===== src/design/assert_macros.svh =====
// Assertion macros used by the run-length compressor RTL.
// Depends on nothing; every user must have clk and rst_n in scope.
`ifndef ASSERT_MACROS_SVH
`define ASSERT_MACROS_SVH

// Check a property on every rising edge of clk, outside reset.
`define RLCC_ASSERT(lbl, prop, msg) \
  lbl: assert property (@(posedge clk) disable iff (!rst_n) (prop)) else $error(msg);

// Check that a condition holds in the cycle after a trigger.
`define RLCC_ASSERT_NEXT(lbl, pre, post, msg) \
  `RLCC_ASSERT(lbl, (pre) |=> (post), msg)

`endif


===== src/design/rlcc_pkg.sv =====
// Shared types and constants of the run-length compressor.
// Depends on nothing; imported by rlcc_run, rlcc_emit and the top level.
package rlcc_pkg;

  localparam int BYTE_W  = 8;
  localparam int DIGIT_W = 4;
  // Holds a digit count of up to fifteen, the widest counter supported.
  localparam int NDIG_W  = 4;

  localparam logic [BYTE_W-1:0]  ASCII_ZERO = 8'h30;
  localparam logic [DIGIT_W-1:0] DIGIT_NINE = 4'd9;

  // One run to flush: its byte and how many count digits follow it.
  typedef struct packed {
    logic              valid;
    logic [BYTE_W-1:0] run_byte;
    logic [NDIG_W-1:0] ndig;
  } flush_hdr_t;

  // Everything one input word causes: an old run, then the current one.
  typedef struct packed {
    logic       valid;
    logic       str_last;
    flush_hdr_t a;
    flush_hdr_t b;
  } job_t;

endpackage


===== src/design/run_length_char_compressor_unit.sv =====
// Top level of the run-length compressor with decimal run counts.
// Depends on rlcc_pkg, rlcc_run and rlcc_emit.
//
// Feed one byte per word on in_char, with in_last high on the final byte of a
// string. Each run comes out as its byte followed, when longer than one, by its
// length in ASCII decimal, most significant digit first; a run that reaches
// all nines in COUNT_DIGITS digits is closed at once and an equal byte starts a
// fresh run. out_batch_last marks the last byte caused by one input word and
// out_string_end the last byte of the string. A word that only extends a run
// gives nothing. A word that closes runs holds the input while the single-job
// emitter walks out the bytes it yields (one for each run byte plus one for
// each count digit, at most COUNT_DIGITS+2), one per cycle while out_stall is
// low; the next word is taken in the cycle its last byte enters the output
// register. The first byte of a word is loaded into the job register as the
// word is taken and passes from there into the output register.
module run_length_char_compressor_unit #(
  parameter int COUNT_DIGITS = 5
) (
  input  logic                          clk,
  input  logic                          rst_n,
  input  logic                          in_valid,
  output logic                          in_stall,
  input  logic [rlcc_pkg::BYTE_W-1:0]   in_char,
  input  logic                          in_last,
  output logic                          out_valid,
  input  logic                          out_stall,
  output logic [rlcc_pkg::BYTE_W-1:0]   out_char,
  output logic                          out_batch_last,
  output logic                          out_string_end
);
  import rlcc_pkg::*;

  localparam int CW = COUNT_DIGITS * DIGIT_W;

  job_t          job;
  logic [CW-1:0] dig_a, dig_b;
  logic          job_free;
  logic          take;

  // Accept a word only when the emitter can take whatever job it builds.
  assign in_stall = !job_free;
  assign take     = in_valid && job_free;

  rlcc_run #(
    .COUNT_DIGITS(COUNT_DIGITS)
  ) u_run (
    .clk    (clk),
    .rst_n  (rst_n),
    .in_char(in_char),
    .in_last(in_last),
    .take   (take),
    .job    (job),
    .dig_a  (dig_a),
    .dig_b  (dig_b)
  );

  rlcc_emit #(
    .COUNT_DIGITS(COUNT_DIGITS)
  ) u_emit (
    .clk           (clk),
    .rst_n         (rst_n),
    .take          (take),
    .job_i         (job),
    .dig_a_i       (dig_a),
    .dig_b_i       (dig_b),
    .job_free      (job_free),
    .out_valid     (out_valid),
    .out_stall     (out_stall),
    .out_char      (out_char),
    .out_batch_last(out_batch_last),
    .out_string_end(out_string_end)
  );

endmodule


===== src/design/rlcc_run.sv =====
// Run tracker: holds the open run's byte and BCD length, builds the flush job.
// Depends on rlcc_pkg.
module rlcc_run #(
  parameter int COUNT_DIGITS = 5
) (
  input  logic                                    clk,
  input  logic                                    rst_n,
  input  logic [rlcc_pkg::BYTE_W-1:0]             in_char,
  input  logic                                    in_last,
  input  logic                                    take,
  output rlcc_pkg::job_t                          job,
  output logic [COUNT_DIGITS*rlcc_pkg::DIGIT_W-1:0] dig_a,
  output logic [COUNT_DIGITS*rlcc_pkg::DIGIT_W-1:0] dig_b
);
  import rlcc_pkg::*;

  localparam int CW = COUNT_DIGITS * DIGIT_W;

  logic [BYTE_W-1:0] byte_r, byte_nxt;
  logic [CW-1:0]     digits_r, digits_nxt;
  logic              open_r, open_nxt;
  logic              change, start, sat;

  function automatic logic [CW-1:0] bcd_inc(input logic [CW-1:0] d);
    logic [CW-1:0] r;
    logic          carry;
    r     = d;
    carry = 1'b1;
    for (int k = 0; k < COUNT_DIGITS; k++) begin
      if (carry) begin
        if (d[k*DIGIT_W +: DIGIT_W] == DIGIT_NINE) begin
          r[k*DIGIT_W +: DIGIT_W] = '0;
        end else begin
          r[k*DIGIT_W +: DIGIT_W] = d[k*DIGIT_W +: DIGIT_W] + 1'b1;
          carry = 1'b0;
        end
      end
    end
    return r;
  endfunction

  function automatic logic all_nines(input logic [CW-1:0] d);
    logic r;
    r = 1'b1;
    for (int k = 0; k < COUNT_DIGITS; k++) begin
      if (d[k*DIGIT_W +: DIGIT_W] != DIGIT_NINE) r = 1'b0;
    end
    return r;
  endfunction

  // Digits to print: none for a run of one, else down from the top nonzero digit.
  function automatic logic [NDIG_W-1:0] digit_count(input logic [CW-1:0] d);
    logic [NDIG_W-1:0] top;
    top = '0;
    for (int k = 1; k < COUNT_DIGITS; k++) begin
      if (d[k*DIGIT_W +: DIGIT_W] != '0) top = NDIG_W'(k);
    end
    return (top != '0 || d[DIGIT_W-1:0] > DIGIT_W'(1)) ? top + 1'b1 : '0;
  endfunction

  always_comb begin
    change     = open_r && (in_char != byte_r);
    start      = !open_r || change;
    byte_nxt   = start ? in_char : byte_r;
    digits_nxt = start ? CW'(1) : bcd_inc(digits_r);
    sat        = all_nines(digits_nxt);
    open_nxt   = !(sat || in_last);

    job.a.valid    = change;
    job.a.run_byte = byte_r;
    job.a.ndig     = digit_count(digits_r);
    job.b.valid    = sat || in_last;
    job.b.run_byte = byte_nxt;
    job.b.ndig     = digit_count(digits_nxt);
    job.str_last   = in_last;
    job.valid      = change || sat || in_last;
  end

  assign dig_a = digits_r;
  assign dig_b = digits_nxt;

  always_ff @(posedge clk) begin
    if (!rst_n) begin
      byte_r   <= '0;
      digits_r <= '0;
      open_r   <= 1'b0;
    end else if (take) begin
      byte_r   <= byte_nxt;
      digits_r <= digits_nxt;
      open_r   <= open_nxt;
    end
  end

endmodule


===== src/design/rlcc_emit.sv =====
// Emitter: holds one flush job and walks it out, one byte a cycle while out_stall
// is low, into the output register. Depends on rlcc_pkg and assert_macros.svh.
`include "assert_macros.svh"
module rlcc_emit #(
  parameter int COUNT_DIGITS = 5
) (
  input  logic                                      clk,
  input  logic                                      rst_n,
  input  logic                                      take,
  input  rlcc_pkg::job_t                            job_i,
  input  logic [COUNT_DIGITS*rlcc_pkg::DIGIT_W-1:0] dig_a_i,
  input  logic [COUNT_DIGITS*rlcc_pkg::DIGIT_W-1:0] dig_b_i,
  output logic                                      job_free,
  output logic                                      out_valid,
  input  logic                                      out_stall,
  output logic [rlcc_pkg::BYTE_W-1:0]               out_char,
  output logic                                      out_batch_last,
  output logic                                      out_string_end
);
  import rlcc_pkg::*;

  localparam int CW    = COUNT_DIGITS * DIGIT_W;
  localparam int IDX_W = (COUNT_DIGITS > 1) ? $clog2(COUNT_DIGITS) : 1;

  job_t              job_r;
  logic [CW-1:0]     dig_a_r, dig_b_r;
  logic              phase_r;
  logic [NDIG_W-1:0] pos_r;
  logic              out_valid_r, out_batch_last_r, out_string_end_r;
  logic [BYTE_W-1:0] out_char_r;

  flush_hdr_t        hdr;
  logic [CW-1:0]     dig;
  logic [NDIG_W-1:0] idx_full;
  logic [IDX_W-1:0]  idx;
  logic [BYTE_W-1:0] cur_byte;
  logic              flush_end, job_end, out_load;

  always_comb begin
    hdr       = phase_r ? job_r.b : job_r.a;
    dig       = phase_r ? dig_b_r : dig_a_r;
    idx_full  = hdr.ndig - pos_r;
    idx       = idx_full[IDX_W-1:0];
    cur_byte  = (pos_r == '0) ? hdr.run_byte
              : ASCII_ZERO + BYTE_W'(dig[idx*DIGIT_W +: DIGIT_W]);
    flush_end = (pos_r == hdr.ndig);
    job_end   = flush_end && (phase_r || !job_r.b.valid);
    out_load  = job_r.valid && (!out_valid_r || !out_stall);
    job_free  = !job_r.valid || (out_load && job_end);
  end

  always_ff @(posedge clk) begin
    if (!rst_n) begin
      job_r.valid <= 1'b0;
      phase_r     <= 1'b0;
      pos_r       <= '0;
    end else if (take && job_i.valid) begin
      // A new job replaces the one that retires in the same cycle.
      job_r   <= job_i;
      dig_a_r <= dig_a_i;
      dig_b_r <= dig_b_i;
      phase_r <= !job_i.a.valid;
      pos_r   <= '0;
    end else if (out_load) begin
      if (job_end) begin
        job_r.valid <= 1'b0;
      end else if (flush_end) begin
        phase_r <= 1'b1;
        pos_r   <= '0;
      end else begin
        pos_r <= pos_r + 1'b1;
      end
    end
  end

  always_ff @(posedge clk) begin
    if (!rst_n) begin
      out_valid_r <= 1'b0;
    end else if (out_load) begin
      out_valid_r <= 1'b1;
    end else if (!out_stall) begin
      out_valid_r <= 1'b0;
    end
  end

  always_ff @(posedge clk) begin
    if (out_load) begin
      out_char_r       <= cur_byte;
      out_batch_last_r <= job_end;
      out_string_end_r <= job_end && job_r.str_last;
    end
  end

  assign out_valid      = out_valid_r;
  assign out_char       = out_char_r;
  assign out_batch_last = out_batch_last_r;
  assign out_string_end = out_string_end_r;

  `RLCC_ASSERT(a_end_is_batch_end, out_valid_r && out_string_end_r |-> out_batch_last_r,
               "string end without batch end")
  `RLCC_ASSERT(a_phase_has_run, job_r.valid |-> (phase_r ? job_r.b.valid : job_r.a.valid),
               "emitter walks a run that is not in the job")
  `RLCC_ASSERT(a_pos_in_range, job_r.valid |-> pos_r <= hdr.ndig,
               "emitter position past the last digit")
  `RLCC_ASSERT_NEXT(a_retire_frees, job_r.valid && out_load && job_end && !take,
                    !job_r.valid, "finished job still held")

endmodule

===== config.mk =====
export PLATFORM = sky130hd
export DESIGN_NAME = run_length_char_compressor_unit
export DESIGN_NICKNAME = d
export VERILOG_FILES = /design/src/design/rlcc_pkg.sv /design/src/design/run_length_char_compressor_unit.sv /design/src/design/rlcc_run.sv /design/src/design/rlcc_emit.sv
export VERILOG_INCLUDE_DIRS = /design/src /design/src/design
export SDC_FILE = /design/constraint.sdc
export NUM_CORES = 1
export LEC_CHECK = 0
export BUFFER_PORTS_ARGS = -buffer_cell sky130_fd_sc_hd__buf_4
export CORE_AREA = 4 4 130 82
export CTS_CLUSTER_SIZE = 30
export DETAILED_ROUTE_END_ITERATION = 16
export DIE_AREA = 0 0 134 86
export PLACE_DENSITY = 0.83
export SLEW_MARGIN = 20
export SYNTH_ARGS = -nofsm -noshare
export SYNTH_HDL_FRONTEND = slang
export SYNTH_HIERARCHICAL = 1
export SYNTH_SLANG_ARGS = --single-unit

===== constraint.sdc =====
create_clock -name clk -period 4.89 [get_ports clk]
set_clock_uncertainty 0.05 [all_clocks]
set_input_delay 0.978 -clock clk [delete_from_list [all_inputs] [get_ports clk]]
set_output_delay 0.978 -clock clk [all_outputs]
set_load 0.02 [all_outputs]

## After elaboration in Yosys (flattened, before gate mapping)

Index checks and enable logic that the tools add are counted.

| word-level totals | value |
|---|---|
| bits in registers | 112 |
| latch bits | 0 |
| RAM bits | 0 |
| bits in read-only memories | 0 |
| bits of input ports | 13 |
| output and inout bits | 12 |
| word-level logic and storage cells | 134 |
| memories | 0 |

| operators by class | value |
|---|---|
| add/subtract/negate cells | 10 |
| multipliers | 0 |
| divide/modulo/power cells | 0 |
| $lt $le $gt $ge | 2 |
| equal/unequal tests | 14 |
| shift-type cells | 1 |
| mux-type cells | 44 |
| bitwise operators | 2 |
| reduce and logical (&&, ||, !) cells | 43 |

Operators by type and width:

| operator | number |
|---|---|
| $mux W20 | 2 |
| $mux W4 | 10 |
| $reduce_bool A4 Y1 | 10 |
| $add A4 B1 Y4 const B | 6 |
| $mux W1 | 23 |
| $eq A4 B4 Y1 const B | 5 |
| $ne A4 B4 Y1 const B | 5 |
| $shiftx A20 B6 Y4 | 1 |
| $mux W8 | 2 |
| $mux W12 | 1 |
| $logic_or A1 B1 Y1 | 9 |
| $add A3 B1 Y4 const B | 2 |
| $gt A4 B1 Y1 const B | 2 |
| $logic_not A1 Y1 | 8 |
| $mux W2 | 4 |
| $ne A8 B8 Y1 | 1 |
| $add A6 B4 Y7 const A | 1 |
| $logic_and A1 B1 Y1 | 7 |
| $mux W3 | 2 |
| $reduce_and A2 Y1 | 3 |
| $reduce_bool A2 Y1 | 3 |
| $eq A4 B4 Y1 | 1 |
| $logic_not A4 Y1 | 1 |
| $reduce_and A3 Y1 | 1 |
| other kinds (5) | 6 |

## Logic depth before layout (Yosys ltp)

| depth | value |
|---|---|
| word-level depth | 18 |
| depth in mapped cells | 15 |
| mapped depth without buffers | 11 |

## Cells and area by module

The synthesis kept the hierarchy.

Modules (own cells, without submodules):

| module | instances | cells an instance | area each (um^2) | seq. area each (um^2) |
|---|---|---|---|---|
| rlcc_emit | 1 | 180 | 3,273.1 | 2,422.3 |
| rlcc_run | 1 | 301 | 2,334.7 | 580.6 |
| run_length_char_compressor_unit | 1 | 2 | 10.0 | 0.0 |

## Least setup slack after synthesis

No wires, ideal clock.

| timing path | value |
|---|---|
| path type | register to register |
| start | register u_emit.phase_r |
| end | register u_emit.dig_a_r[0], enable pin |
| setup time | 420 ps |
| arrival time | 3,987 ps |
| data required time | 4,420 ps |
| path slack | 432 ps |
| cell stages (with the launch flop) | 13 |
| buffers on the path | 3 |
| clock period less this slack | 4,458 ps |
| cell sequence | dfxtp_1 buf_6 buf_2 buf_2 mux2_2 ha_1 nand3b_1 mux2_2 nor3_2 a21bo_1 and2_1 nand3_1 inv_1 |

| on the way | value |
|---|---|
| word-level cells in the longest chain between the ends | 8 |
| elaborated cells between the ends (all ways) | 9 |
| those cells by class | eq/ne: 1; mux: 1; reduce/logical: 7 |

RTL lines:

| element | RTL line | RTL |
|---|---|---|
| start, declared | rlcc_emit.sv:27 | `logic phase_r;` |
| start signal, assigned | rlcc_emit.sv:62 | `phase_r <= !job_i.a.valid;` |
| $mux W12 | rlcc_emit.sv:40 | `hdr = phase_r ? job_r.b : job_r.a;` |
| $eq A4 B4 Y1 | rlcc_emit.sv:46 | `flush_end = (pos_r == hdr.ndig);` |
| $logic_and A1 B1 Y1 (*) | rlcc_emit.sv:47 | `job_end = flush_end && (phase_r \|\| !job_r.b.valid);` |
| named net u_emit.job_end | rlcc_emit.sv:37 | `logic flush_end, job_end, out_load;` |
| $logic_and A1 B1 Y1 (*) | rlcc_emit.sv:49 | `job_free = !job_r.valid \|\| (out_load && job_end);` |
| $logic_or A1 B1 Y1 (*) | rlcc_emit.sv:49 |  |
| named net job_free | run_length_char_compressor_unit.sv:37 | `logic job_free;` |
| $logic_and A1 B1 Y1 (*) | run_length_char_compressor_unit.sv:42 | `assign take = in_valid && job_free;` |
| named net take | run_length_char_compressor_unit.sv:38 | `logic take;` |
| $logic_and A1 B1 Y1 (*) | rlcc_emit.sv:57 | `end else if (take && job_i.valid) begin` |
| $reduce_and A2 Y1 (no line) (*) | -- |  |
| end signal, assigned | rlcc_emit.sv:60 | `dig_a_r <= dig_a_i;` |
| end, declared | rlcc_emit.sv:26 | `logic [CW-1:0] dig_a_r, dig_b_r;` |

Mark *: on every way through the listed nets, which the timed path passes. The rest lies on a longest branch.
A chain may end at the register's enable or synchronous reset.

## Final worst setup path

| timing path | value |
|---|---|
| start | register u_emit.phase_r |
| end | register u_emit.dig_b_r[14], enable pin |

| on the way | value |
|---|---|
| word-level cells in the longest chain between the ends | 8 |
| elaborated cells between the ends (all ways) | 9 |
| those cells by class | eq/ne: 1; mux: 1; reduce/logical: 7 |

RTL lines:

| element | RTL line | RTL |
|---|---|---|
| $mux W12 | rlcc_emit.sv:40 |  |
| $eq A4 B4 Y1 | rlcc_emit.sv:46 |  |
| $logic_and A1 B1 Y1 (*) | rlcc_emit.sv:47 |  |
| named net u_emit.job_end | rlcc_emit.sv:37 |  |
| $logic_and A1 B1 Y1 (*) | rlcc_emit.sv:49 |  |
| $logic_or A1 B1 Y1 (*) | rlcc_emit.sv:49 |  |
| named net job_free | run_length_char_compressor_unit.sv:37 |  |
| $logic_and A1 B1 Y1 (*) | run_length_char_compressor_unit.sv:42 |  |
| named net take | run_length_char_compressor_unit.sv:38 |  |
| $logic_and A1 B1 Y1 (*) | rlcc_emit.sv:57 |  |
| $reduce_and A2 Y1 (no line) (*) | -- |  |
| end signal, assigned | rlcc_emit.sv:61 | `dig_b_r <= dig_b_i;` |
| end, declared | rlcc_emit.sv:26 |  |

Marks and branches as above.

==> flow_summary.ini <==
[run_status]
outcome = finished clean

[clock_network]
cts.sinks = 112
clk_latency_ns = 0.35
postCtsResizedCells = 0
cts_buffers = 9
clockRootBuffer = clkbuf_16
cts_tree = built
cts_buffer_depth = 2
ctsHoldBuffers = 0
h-tree-depth = 3
cts.clk_slew.worst_paths_ns = 0.07
post_cts_buffers = 0

[setup_path]
crit_arrival_ns = 4.06
cp-start-kind = flop
path_class = flop to flop
r2r_cells = 10
crit_required_ns = 4.85
endpoint_kind = flop
r2r_start = u_emit/phase_r$_SDFFE_PN0P_
critical_path_peak_fanout = 34
r2r-end = u_emit/dig_b_r[14]$_DFFE_PP_
rrSetupSlack_ns = 0.79

[global_routing]
grt_pass1_wl_um = 19700
grt_max_degree = 38
antenna_found_initial = 0
track_usage = 0.223
first_global_vias = 3621
gr-total-overflow = 0

[logic_synthesis]
synth-edff-count = 76
netlist_instances = 483
syn_area_um2 = 5620
yosysUniqueCellTypes = 72
ys_warn_count = 6
ys.flop_type = edfxtp_1
async_reset_ff_frac = 0
yosysSeqAreaShare = 0.535
ys_ff_latch = 112
avgSynthCellArea_um2 = 11.6

[sta]
tightestPinTransition_ns = 1.01
setup_viol = 0
maxSlewViolCount = 0
hold_violations = 0
setup_ws_ns = 0.791
period_share = 0.838
layout_min_cycle_time_ns = 4.10
max_freq_mhz = 244
rsz0062_at_grt = false
hold-worst-slack_ns = 0.429
slew_headroom = 0.319
fin_setup_tns_ns = 0

[floorplanning]
rows = 28
io_pins = 25
die_w_um = 134
start_util = 0.587
die_height_um = 86
die-area_um2 = 11500
coreArea_um2 = 9560

[power]
intPower_w = 0.00150
p_switching_w = 0.000456
vdd_drop_max_uv = 195
finalPower_w = 0.00196
power_frac_comb = 0.100
seqPwrFrac = 0.545
clkPwrFrac = 0.355
netSwitchingFraction = 0.233
p_leak_nw = 2.11
power_density_nw_per_um2 = 321

[finish]
fillers = 706
final_nets = 506
layout_commonest_cell = edfxtp_1
n_antenna_cell = 0
drive_above_1_share = 0.143
regArea_um2 = 3000
area_growth_pct = 8.49
multi_input_comb_area_um2 = 2350
mostFrequentLayoutCells = 76 x edfxtp_1, 36 x mux2i_1, 36 x dfxtp_1, 34 x nor2b_1, 33 x nand2_1

[place]
io_buffers = 24
place_ws_ns = 0.786
place_congestion = 0.888
hpwlAfterDp_um = 8540

[hold_path]
worst_hold_path.endpoint = u_emit/job_r[19]$_DFFE_PP_
min_from = u_run/byte_r[2]$_SDFFE_PN0P_
hold_depth = 0
hold_path_class = flop to flop

[routing]
drtIter0Drc = 518
vias = 3859
route.detailed.drc = 0
postRouteAntennaNets = 0
dr.pass1.iters = 5
routed_wirelength_um = 12300
viasPerCell = 6.19
wl_per_cell_um = 19.7

[flow_run]
drv_cap = 0
## worst max-delay path by stage
stage | slack (ns) | end | cells past startpoint | start
after detailed placement | 0.79 | u_emit/dig_b_r[9]$_DFFE_PP_ | 10 | u_emit/phase_r$_SDFFE_PN0P_
after global routing | 0.41 | u_emit/dig_a_r[10]$_DFFE_PP_ | 10 | u_emit/phase_r$_SDFFE_PN0P_
after global placement | 0.89 | u_emit/dig_a_r[13]$_DFFE_PP_ | 10 | in_char[5]
after CTS | 0.77 | u_emit/dig_a_r[16]$_DFFE_PP_ | 10 | u_emit/phase_r$_SDFFE_PN0P_
after floorplan | 0.43 | u_emit/dig_a_r[0]$_DFFE_PP_ | 12 | u_emit/phase_r$_SDFFE_PN0P_
final | 0.79 | u_emit/dig_b_r[14]$_DFFE_PP_ | 10 | u_emit/phase_r$_SDFFE_PN0P_
## flip-flops by register name, summed over array words and instances, names as in the netlist, 4 cells and up
register / cells
u_emit/pos_r: 4
u_emit/dig_b_r: 20
u_run/dig_a: 20
u_emit/job_r: 27
u_run/byte_r: 8
u_emit/dig_a_r: 20
u_emit/out_char: 8
## critical path, stage by stage (launching register included)
cell,delay [ns]
dfxtp_1,0.51
mux2i_1,0.13
ha_1,0.64
nand3b_1,0.15
mux2_2,0.33
nor3_2,0.36
a21bo_1,0.21
and2_2,0.17
nand3_1,0.10
inv_2,0.56
buf_4,0.51
## routing by layer
| layer | up-vias | share of wire | GRT usage | wire [um] |
|---|---|---|---|---|
| met5 | - | 0 | 0 | 0 |
| met4 | 0 | 0.010 | 0.0598 | 127 |
| met3 | 16 | 0.089 | 0.0440 | 1100 |
| met2 | 191 | 0.43 | 0.316 | 5300 |
| met1 | 1894 | 0.47 | 0.349 | 5770 |
| li1 | 1758 | - | - | - |
## final cells by class
class | count | share of cell area
Inverter | 15 | 0.00924
Multi-Input combinational cell | 314 | 0.386
Tap cell | 135 | 0.0277
Clock inverter | 5 | 0.00513
Sequential cell | 112 | 0.493
Timing Repair Buffer | 31 | 0.0382
Clock buffer | 11 | 0.0415
## power groups by stage
stage | sequential [W] | combinational (W) | clock, W
after floorplan | 0.00109 | 0.000129 | 0
after global placement | 0.00109 | 0.000187 | 0
after detailed placement | 0.00109 | 0.000193 | 0
after CTS | 0.00107 | 0.000194 | 0.000706
after global routing | 0.00107 | 0.000208 | 0.000750
final | 0.00107 | 0.000195 | 0.000695
## cell usage after synthesis, types with 3 or more instances
cell type / count / area share
a21boi_0: 4 / 0.0053
a21oi_1: 21 / 0.019
and2_1: 10 / 0.011
buf_1: 4 / 0.0027
buf_2: 8 / 0.0071
buf_4: 7 / 0.0094
clkbuf_1: 21 / 0.014
dfxtp_1: 36 / 0.13
edfxtp_1: 76 / 0.41
ha_1: 9 / 0.020
inv_1: 15 / 0.010
mux2_2: 8 / 0.016
mux2i_1: 36 / 0.064
mux4_1: 3 / 0.014
mux4_2: 5 / 0.020
nand2_1: 33 / 0.022
nand2b_1: 4 / 0.0045
nand3_1: 11 / 0.0098
nand3b_1: 3 / 0.0040
nand4_1: 4 / 0.0045
nand4b_1: 3 / 0.0047
nor2_1: 22 / 0.015
nor2b_1: 34 / 0.038
nor3_1: 10 / 0.0089
nor4_1: 3 / 0.0033
o21ai_0: 13 / 0.012
o221ai_1: 5 / 0.0078
or3_1: 5 / 0.0056
xnor2_1: 6 / 0.0094
xor2_1: 12 / 0.019
## cells by family after synthesis
group | after synthesis | share of synthesized area
multiplexers | 52 | 0.114
flip-flops | 112 | 0.535
AO/OA/AOI/OAI | 71 | 0.0875
AND/OR/NAND/NOR | 160 | 0.160
buffers and inverters | 58 | 0.0481
other | 1 | 0.000668
adder cells (fa/ha/maj) | 10 | 0.0236
XOR/XNOR | 19 | 0.0310
## metrics by stage
step | utilization | cell area [um2] | cells
detailed placement | 0.608 | 5810 | 607
CTS | 0.637 | 6090 | 623
global placement | 0.608 | 5810 | 607
global route | 0.637 | 6090 | 623
floorplan | - | 5620 | 484
finish | 0.637 | 6090 | 623
No activity file was read; power rests on OpenSTA's default activity.
